$ cat src/sv/epad_pkg.sv
// Shared constants, types and helpers for the edge replication padder.
// Depends on nothing; every other file of the block imports it.
`default_nettype none

package epad_pkg;

  localparam int MAX_PAD      = 7;
  localparam int MAX_DIM      = 4096;
  localparam int SAMPLE_BITS  = 16;
  localparam int RESULT_LIMIT = 64;

  localparam int DIM_W   = 13;  // frame size registers
  localparam int PAD_W   = 3;   // pad registers
  localparam int PITCH_W = 14;  // row pitch register
  localparam int POS_W   = 12;  // source position counters
  localparam int CRD_W   = 13;  // destination row or column
  localparam int ADDR_W  = 26;  // linear destination address
  localparam int CNT_W   = $clog2(RESULT_LIMIT);
  localparam int CFG_IDX_W  = 3;
  localparam int CFG_DATA_W = 14;

  typedef logic [DIM_W-1:0]       dim_t;
  typedef logic [PAD_W-1:0]       pad_t;
  typedef logic [PITCH_W-1:0]     pitch_t;
  typedef logic [POS_W-1:0]       pos_t;
  typedef logic [CRD_W-1:0]       crd_t;
  typedef logic [ADDR_W-1:0]      addr_t;
  typedef logic [CNT_W-1:0]       cnt_t;
  typedef logic [SAMPLE_BITS-1:0] sample_t;
  typedef logic [CFG_IDX_W-1:0]   cfg_idx_t;
  typedef logic [CFG_DATA_W-1:0]  cfg_data_t;

  // register indexes of the configuration port
  typedef enum logic [CFG_IDX_W-1:0] {
    CFG_FRAME_WIDTH  = 3'd0,
    CFG_FRAME_HEIGHT = 3'd1,
    CFG_PAD_COLUMNS  = 3'd2,
    CFG_PAD_ROWS     = 3'd3,
    CFG_ROW_PITCH    = 3'd4
  } cfg_reg_t;

  // inclusive range of destination positions along one axis
  typedef struct packed {
    crd_t first;
    crd_t last;
  } span_t;

  // zero size acts as one, oversize acts as the largest plane
  function automatic dim_t clamp_dim(input dim_t v);
    dim_t r;
    if (v == '0) begin
      r = DIM_W'(1);
    end else if (v > DIM_W'(MAX_DIM)) begin
      r = DIM_W'(MAX_DIM);
    end else begin
      r = v;
    end
    return r;
  endfunction

  function automatic pad_t clamp_pad(input pad_t v);
    pad_t r;
    if (v > PAD_W'(MAX_PAD)) begin
      r = PAD_W'(MAX_PAD);
    end else begin
      r = v;
    end
    return r;
  endfunction

endpackage

`default_nettype wire

$ cat src/sv/epad_pix_if.sv
// Input channel of the padder: one source sample per item.
// Depends on epad_pkg for the sample type.
`default_nettype none

interface epad_pix_if;
  import epad_pkg::*;

  logic    valid;
  logic    ready;
  sample_t pixel_value;

  modport source (output valid, output pixel_value, input ready);
  modport sink   (input valid, input pixel_value, output ready);
endinterface

`default_nettype wire

$ cat src/sv/epad_wr_if.sv
// Result channel of the padder: one buffer write per item.
// Depends on epad_pkg for the address and sample types.
`default_nettype none

interface epad_wr_if;
  import epad_pkg::*;

  logic    valid;
  logic    ready;
  addr_t   dest_address;
  sample_t sample_out;
  logic    last_write;

  modport source (output valid, output dest_address, output sample_out,
                  output last_write, input ready);
  modport sink   (input valid, input dest_address, input sample_out,
                  input last_write, output ready);
endinterface

`default_nettype wire

$ cat src/sv/epad_axis.sv
// Destination range along one axis for one source position: the offset
// position, widened to the pad on the first or last position of the axis.
// Depends on epad_pkg.
`default_nettype none

module epad_axis (
  input  epad_pkg::pos_t  pos,
  input  epad_pkg::dim_t  size,
  input  epad_pkg::pad_t  pad,
  output epad_pkg::span_t span
);
  import epad_pkg::*;

  logic at_first;
  logic at_last;
  crd_t centre;

  // edge detection and offset position
  assign at_first = (pos == '0);
  assign at_last  = ({1'b0, pos} == (size - DIM_W'(1)));
  assign centre   = {1'b0, pos} + CRD_W'(pad);

  // the pad positions are contiguous with the offset position
  assign span.first = at_first ? '0 : centre;
  assign span.last  = at_last ? (CRD_W'(size) + CRD_W'({pad, 1'b0}) - CRD_W'(1))
                              : centre;
endmodule

`default_nettype wire

$ cat src/sv/edge_replication_padder.sv
// Top level of the edge replication padder: sequencer, address unit and
// frame position counters. Depends on epad_pkg, epad_pix_if, epad_wr_if
// and epad_axis.
//
// Usage: samples of an unpadded plane enter in raster order on in_pix.
// Each sample leaves as one or more buffer writes on out_wr: its own
// write at the offset position, plus replicas into the pad columns, pad
// rows and corner blocks when it lies on an edge. Writes of one sample
// come in ascending destination row, then column; the final one carries
// last_write. At most 64 writes are made per sample.
// Timing: after the accepting edge, the S_MUL state does the row base
// multiply and the S_LOAD state forms the first address, so the first
// write is offered in S_EMIT; then one write per cycle while out_wr is
// ready. in_pix is ready again the cycle after the final write.
// A stall on out_wr holds the current write and its address steady.
// Reset (rst_n low, synchronous) loads the register defaults (1x1 plane,
// no pad, pitch 1) and returns the position counters to the frame start.
// Configuration writes are taken at any cycle with cfg_we high; change
// them only while no sample is in work.
`default_nettype none

module edge_replication_padder (
  input  logic                clk,
  input  logic                rst_n,
  input  logic                cfg_we,
  input  epad_pkg::cfg_idx_t  cfg_index,
  input  epad_pkg::cfg_data_t cfg_data,
  epad_pix_if.sink            in_pix,
  epad_wr_if.source           out_wr
);
  import epad_pkg::*;

  typedef enum logic [1:0] {
    S_IDLE,
    S_MUL,
    S_LOAD,
    S_EMIT
  } state_t;

  // configuration registers
  dim_t   cfg_width_r;
  dim_t   cfg_height_r;
  pad_t   cfg_pad_col_r;
  pad_t   cfg_pad_row_r;
  pitch_t cfg_pitch_r;

  always_ff @(posedge clk) begin
    if (!rst_n) begin
      cfg_width_r   <= DIM_W'(1);
      cfg_height_r  <= DIM_W'(1);
      cfg_pad_col_r <= '0;
      cfg_pad_row_r <= '0;
      cfg_pitch_r   <= PITCH_W'(1);
    end else if (cfg_we) begin
      case (cfg_index)
        CFG_FRAME_WIDTH:  cfg_width_r   <= cfg_data[DIM_W-1:0];
        CFG_FRAME_HEIGHT: cfg_height_r  <= cfg_data[DIM_W-1:0];
        CFG_PAD_COLUMNS:  cfg_pad_col_r <= cfg_data[PAD_W-1:0];
        CFG_PAD_ROWS:     cfg_pad_row_r <= cfg_data[PAD_W-1:0];
        CFG_ROW_PITCH:    cfg_pitch_r   <= cfg_data[PITCH_W-1:0];
        default: ;
      endcase
    end
  end

  // effective frame geometry
  dim_t w_eff;
  dim_t h_eff;
  pad_t pc_eff;
  pad_t pr_eff;

  assign w_eff  = clamp_dim(cfg_width_r);
  assign h_eff  = clamp_dim(cfg_height_r);
  assign pc_eff = clamp_pad(cfg_pad_col_r);
  assign pr_eff = clamp_pad(cfg_pad_row_r);

  // sequencer and datapath registers
  state_t  state_r, state_nxt;
  pos_t    src_col_r, src_col_nxt;
  pos_t    src_row_r, src_row_nxt;
  span_t   rspan_r, rspan_nxt;
  span_t   cspan_r, cspan_nxt;
  crd_t    row_r, row_nxt;
  crd_t    col_r, col_nxt;
  cnt_t    cnt_r, cnt_nxt;
  addr_t   prod_r, prod_nxt;
  addr_t   rowstart_r, rowstart_nxt;
  addr_t   addr_r, addr_nxt;
  sample_t sample_r, sample_nxt;

  // position of the arriving sample, brought back into the frame
  logic  col_out;
  pos_t  col_fix;
  pos_t  row_adv;
  pos_t  row_fix;
  logic  [DIM_W-1:0] col_inc;
  logic  [DIM_W-1:0] row_inc;
  span_t rspan_w;
  span_t cspan_w;

  assign col_out = ({1'b0, src_col_r} >= w_eff);
  assign col_fix = col_out ? '0 : src_col_r;
  assign row_adv = col_out ? (src_row_r + POS_W'(1)) : src_row_r;
  assign row_fix = ({1'b0, row_adv} >= h_eff) ? '0 : row_adv;
  assign col_inc = {1'b0, col_fix} + DIM_W'(1);
  assign row_inc = {1'b0, row_fix} + DIM_W'(1);

  epad_axis u_row_axis (
    .pos  (row_fix),
    .size (h_eff),
    .pad  (pr_eff),
    .span (rspan_w)
  );

  epad_axis u_col_axis (
    .pos  (col_fix),
    .size (w_eff),
    .pad  (pc_eff),
    .span (cspan_w)
  );

  // row base multiply, one per sample
  logic [CRD_W+PITCH_W-1:0] prod_full;
  assign prod_full = rspan_r.first * cfg_pitch_r;

  // handshakes and end of the write sequence
  logic in_fire;
  logic out_fire;
  logic row_end;
  logic last_w;

  assign in_fire  = in_pix.valid && in_pix.ready;
  assign out_fire = out_wr.valid && out_wr.ready;
  assign row_end  = (col_r == cspan_r.last);
  assign last_w   = (row_end && (row_r == rspan_r.last))
                 || (cnt_r == CNT_W'(RESULT_LIMIT - 1));

  // next-state logic
  always_comb begin
    state_nxt    = state_r;
    src_col_nxt  = src_col_r;
    src_row_nxt  = src_row_r;
    rspan_nxt    = rspan_r;
    cspan_nxt    = cspan_r;
    row_nxt      = row_r;
    col_nxt      = col_r;
    cnt_nxt      = cnt_r;
    prod_nxt     = prod_r;
    rowstart_nxt = rowstart_r;
    addr_nxt     = addr_r;
    sample_nxt   = sample_r;
    case (state_r)
      S_IDLE: begin
        if (in_fire) begin
          sample_nxt = in_pix.pixel_value;
          rspan_nxt  = rspan_w;
          cspan_nxt  = cspan_w;
          row_nxt    = rspan_w.first;
          col_nxt    = cspan_w.first;
          cnt_nxt    = '0;
          // advance the frame position, wrapping after the last sample
          if (col_inc >= w_eff) begin
            src_col_nxt = '0;
            src_row_nxt = (row_inc >= h_eff) ? '0 : row_inc[POS_W-1:0];
          end else begin
            src_col_nxt = col_inc[POS_W-1:0];
            src_row_nxt = row_fix;
          end
          state_nxt = S_MUL;
        end
      end
      S_MUL: begin
        prod_nxt  = prod_full[ADDR_W-1:0];
        state_nxt = S_LOAD;
      end
      S_LOAD: begin
        rowstart_nxt = prod_r + ADDR_W'(cspan_r.first);
        addr_nxt     = prod_r + ADDR_W'(cspan_r.first);
        state_nxt    = S_EMIT;
      end
      S_EMIT: begin
        if (out_fire) begin
          cnt_nxt = cnt_r + CNT_W'(1);
          if (last_w) begin
            state_nxt = S_IDLE;
          end else if (row_end) begin
            row_nxt      = row_r + CRD_W'(1);
            col_nxt      = cspan_r.first;
            rowstart_nxt = rowstart_r + ADDR_W'(cfg_pitch_r);
            addr_nxt     = rowstart_r + ADDR_W'(cfg_pitch_r);
          end else begin
            col_nxt  = col_r + CRD_W'(1);
            addr_nxt = addr_r + ADDR_W'(1);
          end
        end
      end
      default: state_nxt = S_IDLE;
    endcase
  end

  // state and registered datapath
  always_ff @(posedge clk) begin
    if (!rst_n) begin
      state_r   <= S_IDLE;
      src_col_r <= '0;
      src_row_r <= '0;
      cnt_r     <= '0;
    end else begin
      state_r   <= state_nxt;
      src_col_r <= src_col_nxt;
      src_row_r <= src_row_nxt;
      cnt_r     <= cnt_nxt;
    end
    rspan_r    <= rspan_nxt;
    cspan_r    <= cspan_nxt;
    row_r      <= row_nxt;
    col_r      <= col_nxt;
    prod_r     <= prod_nxt;
    rowstart_r <= rowstart_nxt;
    addr_r     <= addr_nxt;
    sample_r   <= sample_nxt;
  end

  // channel outputs
  assign in_pix.ready        = (state_r == S_IDLE);
  assign out_wr.valid        = (state_r == S_EMIT);
  assign out_wr.dest_address = addr_r;
  assign out_wr.sample_out   = sample_r;
  assign out_wr.last_write   = last_w;

  // a sample is never taken while its writes are still going out
  a_no_overlap: assert property (@(posedge clk) disable iff (!rst_n)
    in_pix.ready |-> !out_wr.valid)
    else $error("input ready while writes pending");

  // the write limit always closes the sequence
  a_write_limit: assert property (@(posedge clk) disable iff (!rst_n)
    (out_wr.valid && (cnt_r == CNT_W'(RESULT_LIMIT - 1))) |-> out_wr.last_write)
    else $error("write limit reached without last_write");

  // the final write frees the input on the next cycle
  a_release: assert property (@(posedge clk) disable iff (!rst_n)
    (out_fire && out_wr.last_write) |=> in_pix.ready)
    else $error("input not ready after final write");

  // an accepted sample always yields at least one write after setup
  a_setup: assert property (@(posedge clk) disable iff (!rst_n)
    in_fire |-> ##3 (out_wr.valid && !in_pix.ready))
    else $error("setup did not reach the write phase");

endmodule

`default_nettype wire

$ cat src/flat_wrapper.sv
// flat-port wrapper written by rule: the top's interface ports become plain ports
module edge_replication_padder_flat import epad_pkg::*;
  (clk, rst_n, cfg_we, cfg_index, cfg_data, in_pix_valid, in_pix_pixel_value, in_pix_ready, out_wr_valid, out_wr_dest_address, out_wr_sample_out, out_wr_last_write, out_wr_ready);
  epad_pix_if in_pix_i ();
  epad_wr_if out_wr_i ();
  input  logic clk;
  input  logic rst_n;
  input  logic cfg_we;
  input  epad_pkg::cfg_idx_t cfg_index;
  input  epad_pkg::cfg_data_t cfg_data;
  input wire logic [$bits(in_pix_i.valid)-1:0] in_pix_valid;
  input wire logic [$bits(in_pix_i.pixel_value)-1:0] in_pix_pixel_value;
  output wire logic [$bits(in_pix_i.ready)-1:0] in_pix_ready;
  output wire logic [$bits(out_wr_i.valid)-1:0] out_wr_valid;
  output wire logic [$bits(out_wr_i.dest_address)-1:0] out_wr_dest_address;
  output wire logic [$bits(out_wr_i.sample_out)-1:0] out_wr_sample_out;
  output wire logic [$bits(out_wr_i.last_write)-1:0] out_wr_last_write;
  input wire logic [$bits(out_wr_i.ready)-1:0] out_wr_ready;
  assign in_pix_i.valid = in_pix_valid;
  assign in_pix_i.pixel_value = in_pix_pixel_value;
  assign in_pix_ready = in_pix_i.ready;
  assign out_wr_valid = out_wr_i.valid;
  assign out_wr_dest_address = out_wr_i.dest_address;
  assign out_wr_sample_out = out_wr_i.sample_out;
  assign out_wr_last_write = out_wr_i.last_write;
  assign out_wr_i.ready = out_wr_ready;
  edge_replication_padder u_core (.clk(clk), .rst_n(rst_n), .cfg_we(cfg_we), .cfg_index(cfg_index), .cfg_data(cfg_data), .in_pix(in_pix_i), .out_wr(out_wr_i));
endmodule
$ cat config.mk
export PLATFORM = sky130hd
export DESIGN_NAME = edge_replication_padder_flat
export DESIGN_NICKNAME = d
export VERILOG_FILES = /design/src/sv/epad_pkg.sv /design/src/sv/epad_pix_if.sv /design/src/sv/epad_wr_if.sv /design/src/sv/epad_axis.sv /design/src/sv/edge_replication_padder.sv /design/src/flat_wrapper.sv
export SDC_FILE = /design/constraint.sdc
export NUM_CORES = 1
export LEC_CHECK = 0
export BUFFER_PORTS_ARGS = -buffer_cell sky130_fd_sc_hd__buf_2
export CAP_MARGIN = 20
export CELL_PAD_IN_SITES_DETAIL_PLACEMENT = 1
export CELL_PAD_IN_SITES_GLOBAL_PLACEMENT = 1
export CORE_MARGIN = 2
export CORE_UTILIZATION = 45
export DETAILED_ROUTE_END_ITERATION = 12
export PLACE_DENSITY_LB_ADDON = 0.1
export SLEW_MARGIN = 20
export SYNTH_ARGS = -nofsm -noshare
export SYNTH_HDL_FRONTEND = slang
export SYNTH_HIERARCHICAL = 1
export SYNTH_SLANG_ARGS = --single-unit
$ cat constraint.sdc
create_clock -name clk -period 7.6 [get_ports clk]
set_input_delay 1.14 -clock clk [delete_from_list [all_inputs] [get_ports clk]]
set_output_delay 1.14 -clock clk [all_outputs]
set_load 0.005 [all_outputs]
==> metrics.csv, run 1 <==
stage,metric,value,unit
status,status,finished clean,
critical_path,largest stage delay on the critical path,450,ps
sta,Hold WS,462,ps
floorplan,Core Area,52200,um2
placed_design,DP Wirelength,56000,um
routing,Post-route DRC,0,
routing,number of DRC markers in iteration 0,765,
final_layout,Final nets,3036,
placed_design,dpl ws,143,ps
final_layout,"Core Util, Final",0.497,
grt,GRT Overall Usage,0.263,
critical_path,Crit Path Class,reg2reg,
logic_synthesis,Syn. warnings,6,
clock_network,worst-case clock buffer depth,3,
clock_network,TritonCTS clock tree,yes,
routing,wire length per cell,21.2,um
sta,PnR worst setup slack,350,ps
sta,Final Cycle Share,0.954,
floorplan,DIE WIDTH,233,um
logic_synthesis,Synthesized Nets,2965,
power,Pwr Density,264,nW/um2
routing,Routed Antenna Nets,0,
clock_network,clock root buffer,clkbuf_16,
logic_synthesis,"Cell Area, Synth",23700,um2
critical_path,critical path capture point type,flip-flop,
grt,largest net degree at the start of global routing,71,
placed_design,# port buffers,82,
clock_network,hold_buf cts,0,
grt,vias in the first global route,20241,
sta,clock skew,12.0,ps
floorplan,I/O pin total,83,
logic_synthesis,"count leader, synth",nand2_1,
run,max cap viols,0,
critical_path,Crit-path slowest cell,nor4_4,
logic_synthesis,top cell type's share of synthesized area,0.218,
placed_design,routability cong.,0.901,
final_layout,Synth-to-Final Area Change,9.77,%
logic_synthesis,library cells used by synthesis,106,
power,Peak VDD IR,166,uV
critical_path,CP startpoint kind,flip-flop,
critical_path,crit path DAT,7760,ps
worst_hold_path,worst min path class,reg2reg,
logic_synthesis,most instantiated cells after synthesis,"nand2_1, inv_1, ha_1",
logic_synthesis,ranking of synthesized cells by area,"edfxtp_1, ha_1, fa_1",
clock_network,H-tree depth,1,
sta,Final Hold Fails,0,
sta,Setup Viol. Count Final,0,
floorplan,Core Rows,84,
clock_network,worst skew pair latency,580,ps
routing,final WL,71200,um
logic_synthesis,number of synthesized flops with an enable pin,172,
logic_synthesis,"Avg Cell Area, Syn",9.21,um2
sta,relative slew slack,0.258,
grt,GRT overflow,0,
routing,total number of vias,18648,
logic_synthesis,largest area contributor in the netlist,edfxtp_1,
clock_network,Sink Count,250,
grt,initial antenna violation count,3,
critical_path,"Req. time, crit path",8110,ps
final_layout,layout cells sized above 1,0.106,
sta,Max Clk Rate,138,MHz
grt,global-route wire length before repair,112000,um
logic_synthesis,Post-synth ARST share,0,
floorplan,Die Height,233,um
sta,Worst Tran Pin Value,1100,ps
critical_path,"critical path fanouts, max",15,
routing,Pre-Repair DR Iteration Count,5,
routing,via/cell ratio,5.56,
power,Pleak,11.4,nW
logic_synthesis,Cells after Synth,2569,
logic_synthesis,post-synthesis sequential area ratio,0.284,
floorplan,die area,54400,um2
clock_network,Num CTS Buffers,31,
clock_network,Clock transition at path regs,60,ps
logic_synthesis,"Top FF cell, synth",edfxtp_1,
logic_synthesis,Yosys reg bits,250,
sta,min Tclk post-route,7250,ps
sta,fin. max-slew vios,0,
floorplan,initial core utilization,0.453,
worst max-delay path: cells and delay by family (launching register included):
| kind | cells | cell delay [ps] |
|---|---|---|
| compound gates | 14 | 3090 |
| xor+xnor | 1 | 190 |
| fa+ha+maj | 4 | 1200 |
| buf+inv | 6 | 810 |
| flops | 1 | 320 |
| simple gates | 8 | 1560 |
kinds of logic (layout without fill, tap and decap cells):
group	count (synthesis)	after routing	share of synthesized area
simple gates	879	879	0.185
compound gates	398	398	0.114
buf+inv	386	480	0.0646
fa+ha+maj	358	358	0.233
flops	250	250	0.284
xor+xnor	241	241	0.0908
mux	57	57	0.0290
other cells	0	1	0
worst paths after layout:
path	start	endpoint	slack (ps)	depth (start not counted)
hold / removal	u_core/cfg_pitch_r[12]$_SDFFE_PN0P_	u_core/cfg_pitch_r[12]$_SDFFE_PN0P_	460	2
hold reg to reg	u_core/cfg_pitch_r[12]$_SDFFE_PN0P_	u_core/cfg_pitch_r[12]$_SDFFE_PN0P_	460	2
setup reg to reg	u_core/cfg_width_r[12]$_SDFFE_PN0P_	u_core/src_row_r[3]$_SDFFE_PN0P_	350	33
setup / recovery	u_core/cfg_width_r[12]$_SDFFE_PN0P_	u_core/src_row_r[3]$_SDFFE_PN0P_	350	33
repair_timing:
item                                    in CTS  in global routing
buffers inserted                             0                 10
endpoints found under the setup margin       0                 12
resized for setup                            0                  9
sequential cells by signal (all words and copies together), names as in the netlist:
signal,cells
u_core/src_row_r,12
u_core/col_r,13
u_core/prod_r,26
u_core/rowstart_r,26
u_core/cfg_pad_col_r,3
u_core/row_r,13
u_core/cfg_pitch_r,14
u_core/cfg_pad_row_r,3
u_core/cnt_r,6
u_core/cfg_height_r,13
u_core/out_wr.sample_out,16
u_core/cspan_r,26
u_core/rspan_r,26
u_core/state_r,2
u_core/src_col_r,12
u_core/out_wr.dest_address,26
u_core/cfg_width_r,13
cells in the final DEF, fill, tap and decap left out, types with 11 or more instances in the layout:
cell type  instances
inv_1            283
edfxtp_1         172
or3_1             11
a22oi_1           12
nand3_1           62
xor2_1            97
a31oi_1           18
o21ai_0           71
a211oi_1          17
and3_1            38
nor2_1           143
a21oi_1          114
fa_1             137
o211ai_1          19
nor2b_1           20
mux2_4            15
o21a_1            15
buf_2             82
nand4_1           30
mux2i_1           18
nor3_1            44
mux2_2            19
and2_1            99
xnor2_1          139
clkbuf_16         31
a21o_1            35
nor4_1            22
buf_4             53
o21bai_1          11
dfxtp_1           78
ha_1             219
nand2_1          347
layout make-up:
cell class	instances	area [um2]
Sequential cell	250	6730
Multi-Input combinational cell	1933	15500
Clock inverter	21	198
Fill cell	6052	26300
Antenna cell	1	2.50
Inverter	286	1070
Clock buffer	35	801
Tap cell	688	861
Timing Repair Buffer	138	851
where the power goes:
part           internal [mW]  switching [mW]  total, mW
logic                   1.17            1.71       2.88
clock network          0.855           0.622       1.48
registers               2.05           0.446       2.50
total                   4.08            2.78       6.86
stage by stage:
stage          setup TNS, ps  std cells  cell area (um2)  power, mW
2_1_floorplan              0       2569            23700       4.38
3_3_place_gp               0       3285            24800       5.24
3_5_place_dp               0       3285            24800       5.34
4_1_cts                    0       3341            25800       6.85
5_1_grt                -79.9       3351            26000       7.31
6_report                   0       3352            26000       6.86
layer usage:
layer / part of all wire / wire, um / GRT usage / vias to the layer above
met5: 0.00035 / 25 / 0 / -
met4: 0.034 / 2430 / 0.0904 / 4
met3: 0.031 / 2210 / 0.0259 / 117
met2: 0.52 / 36700 / 0.483 / 294
met1: 0.42 / 29800 / 0.320 / 9352
li1: - / - / - / 8881
Note: power is estimated with default switching activity, not from simulation.
==> inputs of run 2 (changes only) <==
--- a/config.mk
+++ b/config.mk
@@ -9,6 +9,7 @@
 export CAP_MARGIN = 20
 export CELL_PAD_IN_SITES_DETAIL_PLACEMENT = 1
 export CELL_PAD_IN_SITES_GLOBAL_PLACEMENT = 1
+export CORE_ASPECT_RATIO = 0.75
 export CORE_MARGIN = 2
 export CORE_UTILIZATION = 45
 export DETAILED_ROUTE_END_ITERATION = 12
==> metrics.csv, run 2 (synthesis gave the netlist of run 1 again) <==
stage,metric,value,unit
status,status,finished clean,
sta,relative slew slack,0.302,
floorplan,Die Height,203,um
floorplan,I/O pin total,83,
sta,fin. max-slew vios,0,
sta,Final Hold Fails,0,
final_layout,"Core Util, Final",0.499,
final_layout,layout cells sized above 1,0.102,
sta,Hold WS,479,ps
run,max cap viols,0,
placed_design,Post-Place Cells,3297,
clock_network,TritonCTS clock tree,yes,
clock_network,worst-case clock buffer depth,3,
routing,total number of vias,18869,
routing,via/cell ratio,5.63,
clock_network,Clock transition at path regs,60,ps
critical_path,critical path capture point type,flip-flop,
final_layout,"most common cell after layout, fill and taps aside",nand2_1,
sta,Final Cycle Share,0.933,
routing,Routed Antenna Nets,0,
final_layout,ANT cells,0,
critical_path,largest stage delay on the critical path,390,ps
final_layout,Layout Cells excl Fill,3349,
clock_network,worst skew pair latency,600,ps
clock_network,H-tree depth,1,
power,Pleak,11.4,nW
final_layout,most frequent cells in the layout,"nand2_1, inv_1, ha_1, edfxtp_1, nor2_1",
sta,min Tclk post-route,7090,ps
floorplan,initial core utilization,0.457,
grt,global-route wire length before repair,115000,um
floorplan,Core Area,51800,um2
critical_path,path depth of the worst reg2reg path,33,
critical_path,crit path DAT,7560,ps
routing,Pre-Repair DR Iteration Count,5,
grt,GRT overflow,0,
power,Peak VDD IR,184,uV
placed_design,# port buffers,82,
sta,Worst Tran Pin Value,1040,ps
critical_path,Crit-path slowest cell,a221o_1,
critical_path,CP startpoint kind,flip-flop,
sta,Max Clk Rate,141,MHz
clock_network,clock root buffer,clkbuf_16,
power,Pwr Total,6.81,mW
critical_path,CP Depth,33,
clock_network,Sink Count,250,
floorplan,DIE WIDTH,269,um
routing,number of DRC markers in iteration 0,1097,
placed_design,DP Wirelength,58100,um
power,Pwr Density,263,nW/um2
final_layout,Synth-to-Final Area Change,9.26,%
sta,clock skew,53.2,ps
routing,final WL,73700,um
floorplan,Core Rows,72,
sta,Setup Viol. Count Final,0,
critical_path,buffer and inverter count on the worst path,3,
critical_path,Crit Path Class,reg2reg,
grt,GRT Overall Usage,0.272,
critical_path,CP top delay family,compound AO/OA/AOI/OAI gates,
sta,Fin Setup TNS,0,ps
final_layout,Final nets,3020,
worst_hold_path,hold depth,2,
sta,RSZ-0062 raised after global routing,no,
routing,wire length per cell,22.0,um
grt,initial antenna violation count,2,
floorplan,die area,54500,um2
critical_path,"critical path fanouts, max",20,
clock_network,Num CTS Buffers,28,
grt,vias in the first global route,20162,
grt,largest net degree at the start of global routing,79,
worst_hold_path,worst min path class,reg2reg,
clock_network,Post-CTS Setup Bufs,0,
placed_design,routability cong.,0.911,
routing,Post-route DRC,0,
critical_path,"Req. time, crit path",8070,ps
## run 2: changes by cell type in the layout (fill, tap and decap cells not counted), sizes merged
cell,previous run,this run
clkinvlp,5,2
buf,138,125
diode,1,0
clkbuf,35,34
bufinv,3,4
clkinv,13,12
## run 2: metal layers
layer / part of all wire / up-vias / wire (um) / track usage
met5: 0 / - / 0 / 0
met4: 0.027 / 0 / 1990 / 0.0728
met3: 0.046 / 110 / 3360 / 0.0394
met2: 0.46 / 396 / 34200 / 0.451
met1: 0.46 / 9519 / 34100 / 0.373
li1: - / 8844 / - / -
## run 2: repair_timing
| action | in CTS | in global routing |
|---|---|---|
| hold buffers | 0 | 0 |
| gates resized for setup | 0 | 11 |
| setup endpoints to repair | 0 | 12 |
| hold endpoints to repair | 0 | 0 |
## run 2: through the flow
stage | setup WS [ps] | area (um2)
after floorplan | 282 | 23700
after global placement | 359 | 24900
after detailed placement | 165 | 24900
after CTS | 115 | 25800
after global routing | 15.9 | 25900
final | 510 | 25900
## run 2: area by class of cell
class,count,area [um2]
clock buffer,34,734
fill,5947,25900
tap,703,880
multi-input combinational,1933,15500
timing repair buffer,125,758
inverter,286,1080
clock inverter,18,218
sequential,250,6730
## run 2: path summary, 6_finish.rpt
check	startpoint	to	slack (ps)
hold / removal	u_core/cfg_width_r[11]$_SDFFE_PN0P_	u_core/cfg_width_r[11]$_SDFFE_PN0P_	480
setup reg to reg	u_core/cfg_width_r[5]$_SDFFE_PN0P_	u_core/src_row_r[11]$_SDFFE_PN0P_	510
setup / recovery	u_core/cfg_width_r[5]$_SDFFE_PN0P_	u_core/src_row_r[11]$_SDFFE_PN0P_	510
hold reg to reg	u_core/cfg_width_r[11]$_SDFFE_PN0P_	u_core/cfg_width_r[11]$_SDFFE_PN0P_	480
## run 2: where the power goes
group / leakage (nW) / internal (mW) / total (mW) / switching (mW)
logic: 8.60 / 1.14 / 2.86 / 1.72
registers: 2.29 / 2.05 / 2.52 / 0.464
clock network: 0.469 / 0.829 / 1.43 / 0.605
## run 2: worst min-delay path, cell delays in order, from the launching register on
cell	delay [ps]
dfxtp_1	320
nand2_1	60
a21oi_1	50
==> inputs of run 3 (changes only) <==
--- a/config.mk
+++ b/config.mk
@@ -17,5 +17,4 @@
 export SLEW_MARGIN = 20
 export SYNTH_ARGS = -nofsm -noshare
 export SYNTH_HDL_FRONTEND = slang
-export SYNTH_HIERARCHICAL = 1
 export SYNTH_SLANG_ARGS = --single-unit
==> metrics.csv, run 3 <==
stage,metric,value,unit
floorplan,Die Height,201,um
routing,via/cell ratio,5.67,
logic_synthesis,Syn. warnings,0,
final_layout,Synth-to-Final Area Change,11.6,%
sta,Setup Viol. Count Final,0,
grt,initial antenna violation count,1,
final_layout,"most common cell after layout, fill and taps aside",nand2_1,
routing,final WL,74100,um
grt,GRT overflow,0,
logic_synthesis,"count leader, synth",nand2_1,
logic_synthesis,most instantiated cells after synthesis,"nand2_1, inv_1, ha_1",
grt,vias in the first global route,20016,
logic_synthesis,library cells used by synthesis,90,
placed_design,routability cong.,0.917,
critical_path,crit path DAT,7830,ps
critical_path,critical path capture point type,flip-flop,
logic_synthesis,"Avg Cell Area, Syn",9.08,um2
power,Peak VDD IR,202,uV
floorplan,I/O pin total,83,
clock_network,worst skew pair latency,600,ps
sta,clock skew,16.2,ps
placed_design,Post-Place Cells,3324,
routing,Pre-Repair DR Iteration Count,5,
critical_path,"critical path fanouts, max",8,
sta,Final Cycle Share,0.962,
clock_network,clock root buffer,clkbuf_16,
critical_path,"Req. time, crit path",8120,ps
sta,relative slew slack,0.254,
logic_synthesis,Synthesized Nets,2966,
clock_network,Num CTS Buffers,29,
logic_synthesis,top cell type's share of synthesized area,0.221,
routing,Routed Antenna Nets,0,
final_layout,Final nets,3055,
sta,Final Hold Fails,0,
sta,Worst Tran Pin Value,1100,ps
clock_network,H-tree depth,1,
clock_network,worst-case clock buffer depth,3,
sta,Hold WS,481,ps
logic_synthesis,ranking of synthesized cells by area,"edfxtp_1, fa_1, ha_1",
run,max cap viols,0,
critical_path,CP startpoint kind,flip-flop,
logic_synthesis,largest area contributor in the netlist,edfxtp_1,
worst_hold_path,worst min path class,reg2reg,
clock_network,Sink Count,250,
status,status,finished clean,
critical_path,Crit-path slowest cell,or3_4,
logic_synthesis,Cells after Synth,2575,
sta,fin. max-slew vios,0,
grt,GRT Overall Usage,0.278,
logic_synthesis,number of synthesized flops with an enable pin,172,
clock_network,Clock transition at path regs,70,ps
logic_synthesis,"Cell Area, Synth",23400,um2
routing,Post-route DRC,0,
floorplan,die area,53800,um2
placed_design,DP Wirelength,57700,um
floorplan,DIE WIDTH,267,um
logic_synthesis,Yosys reg bits,250,
sta,min Tclk post-route,7310,ps
critical_path,largest stage delay on the critical path,420,ps
power,Pwr Density,248,nW/um2
critical_path,Crit Path Class,reg2reg,
floorplan,initial core utilization,0.454,
grt,largest net degree at the start of global routing,79,
clock_network,TritonCTS clock tree,yes,
clock_network,hold_buf cts,0,
power,Pleak,11.5,nW
final_layout,layout cells sized above 1,0.109,
routing,wire length per cell,21.8,um
placed_design,# port buffers,82,
routing,number of DRC markers in iteration 0,1445,
logic_synthesis,post-synthesis sequential area ratio,0.288,
floorplan,Core Rows,72,
sta,Max Clk Rate,137,MHz
sta,Fin Setup TNS,0,ps
floorplan,Core Area,51400,um2
final_layout,most frequent cells in the layout,"nand2_1, inv_1, ha_1, edfxtp_1, fa_1",
logic_synthesis,Post-synth ARST share,0,
final_layout,ANT cells,0,
grt,global-route wire length before repair,117000,um
final_layout,Layout Cells excl Fill,3390,
routing,total number of vias,19230,
logic_synthesis,"Top FF cell, synth",edfxtp_1,
-- run 3: cell types whose count changed after synthesis, sizes merged, moves of 13 or more --
cell | previous run | this run
mux2i | 19 | 39
nor4 | 34 | 17
nand3 | 63 | 78
xnor2 | 142 | 113
o21bai | 11 | 24
nand2 | 347 | 364
xor2 | 99 | 112
and2 | 101 | 84
inv | 285 | 272
mux2 | 38 | 15
-- run 3: cells by family (layout without fill, tap and decap cells) --
group | after synthesis | in the layout | share of synthesized area
simple gates | 859 | 859 | 0.175
compound gates | 449 | 449 | 0.126
buf+inv | 380 | 492 | 0.0639
fa+ha+maj | 353 | 353 | 0.233
flops | 250 | 250 | 0.288
xor+xnor | 230 | 230 | 0.0898
mux | 54 | 54 | 0.0244
-- run 3: stage by stage --
stage	worst slack (ps)	power, mW	util	area (um2)
floorplan	189	3.96	-	23400
global placement	94.4	4.75	0.481	24800
detailed placement	-125	4.84	0.481	24800
CTS	3.51	6.40	0.502	25800
global route	-115	6.85	0.507	26100
finish	290	6.46	0.507	26100
-- run 3: power by group --
group	total, mW	switching, mW	internal [mW]
Clock	1.53	0.630	0.897
Sequential	2.40	0.405	1.99
Combinational	2.54	1.54	1.00
Total	6.46	2.58	3.89
-- run 3: final timing paths --
kind | end | from | slack [ps] | cells after the start
max | u_core.src_row_r[5]$_SDFFE_PN0P_ | u_core.cfg_width_r[0]$_SDFFE_PN1P_ | 290 | 35
min | u_core.cfg_width_r[1]$_SDFFE_PN0P_ | u_core.cfg_width_r[1]$_SDFFE_PN0P_ | 480 | 2
max reg2reg | u_core.src_row_r[5]$_SDFFE_PN0P_ | u_core.cfg_width_r[0]$_SDFFE_PN1P_ | 290 | 35
min reg2reg | u_core.cfg_width_r[1]$_SDFFE_PN0P_ | u_core.cfg_width_r[1]$_SDFFE_PN0P_ | 480 | 2
-- run 3: final cells by class --
cell class	count	area, um2
fillers	5964	25400
repair buffers	165	1040
multi-input cells	1945	15400
inverters	273	1030
flip-flops and latches	250	6730
clock buffers	45	908
well taps	703	880
clock inverters	9	134
-- run 3: critical path: cells and delay by family (launching register included) --
| kind | cells | cell delay (ps) |
|---|---|---|
| adders and majority gates | 4 | 730 |
| xor gates and xnor gates | 1 | 230 |
| buffers and inverters | 3 | 330 |
| and+or+nand+nor | 12 | 2530 |
| AOI/OAI and AO/OA | 15 | 3110 |
| DFF | 1 | 330 |
-- run 3: per-layer routing --
metal,routed length [um],share of wire,global-route usage,vias to the layer above
li1,-,-,-,8983
met1,36600,0.49,0.416,9652
met2,31500,0.42,0.420,500
met3,4260,0.057,0.0421,95
met4,1780,0.024,0.0644,0
met5,0,0,0,-
-- run 3: timing repair --
action,CTS,global route
buffers inserted,0,12
pin swaps,0,13
resized for setup,3,36
setup endpoints to repair,10,12
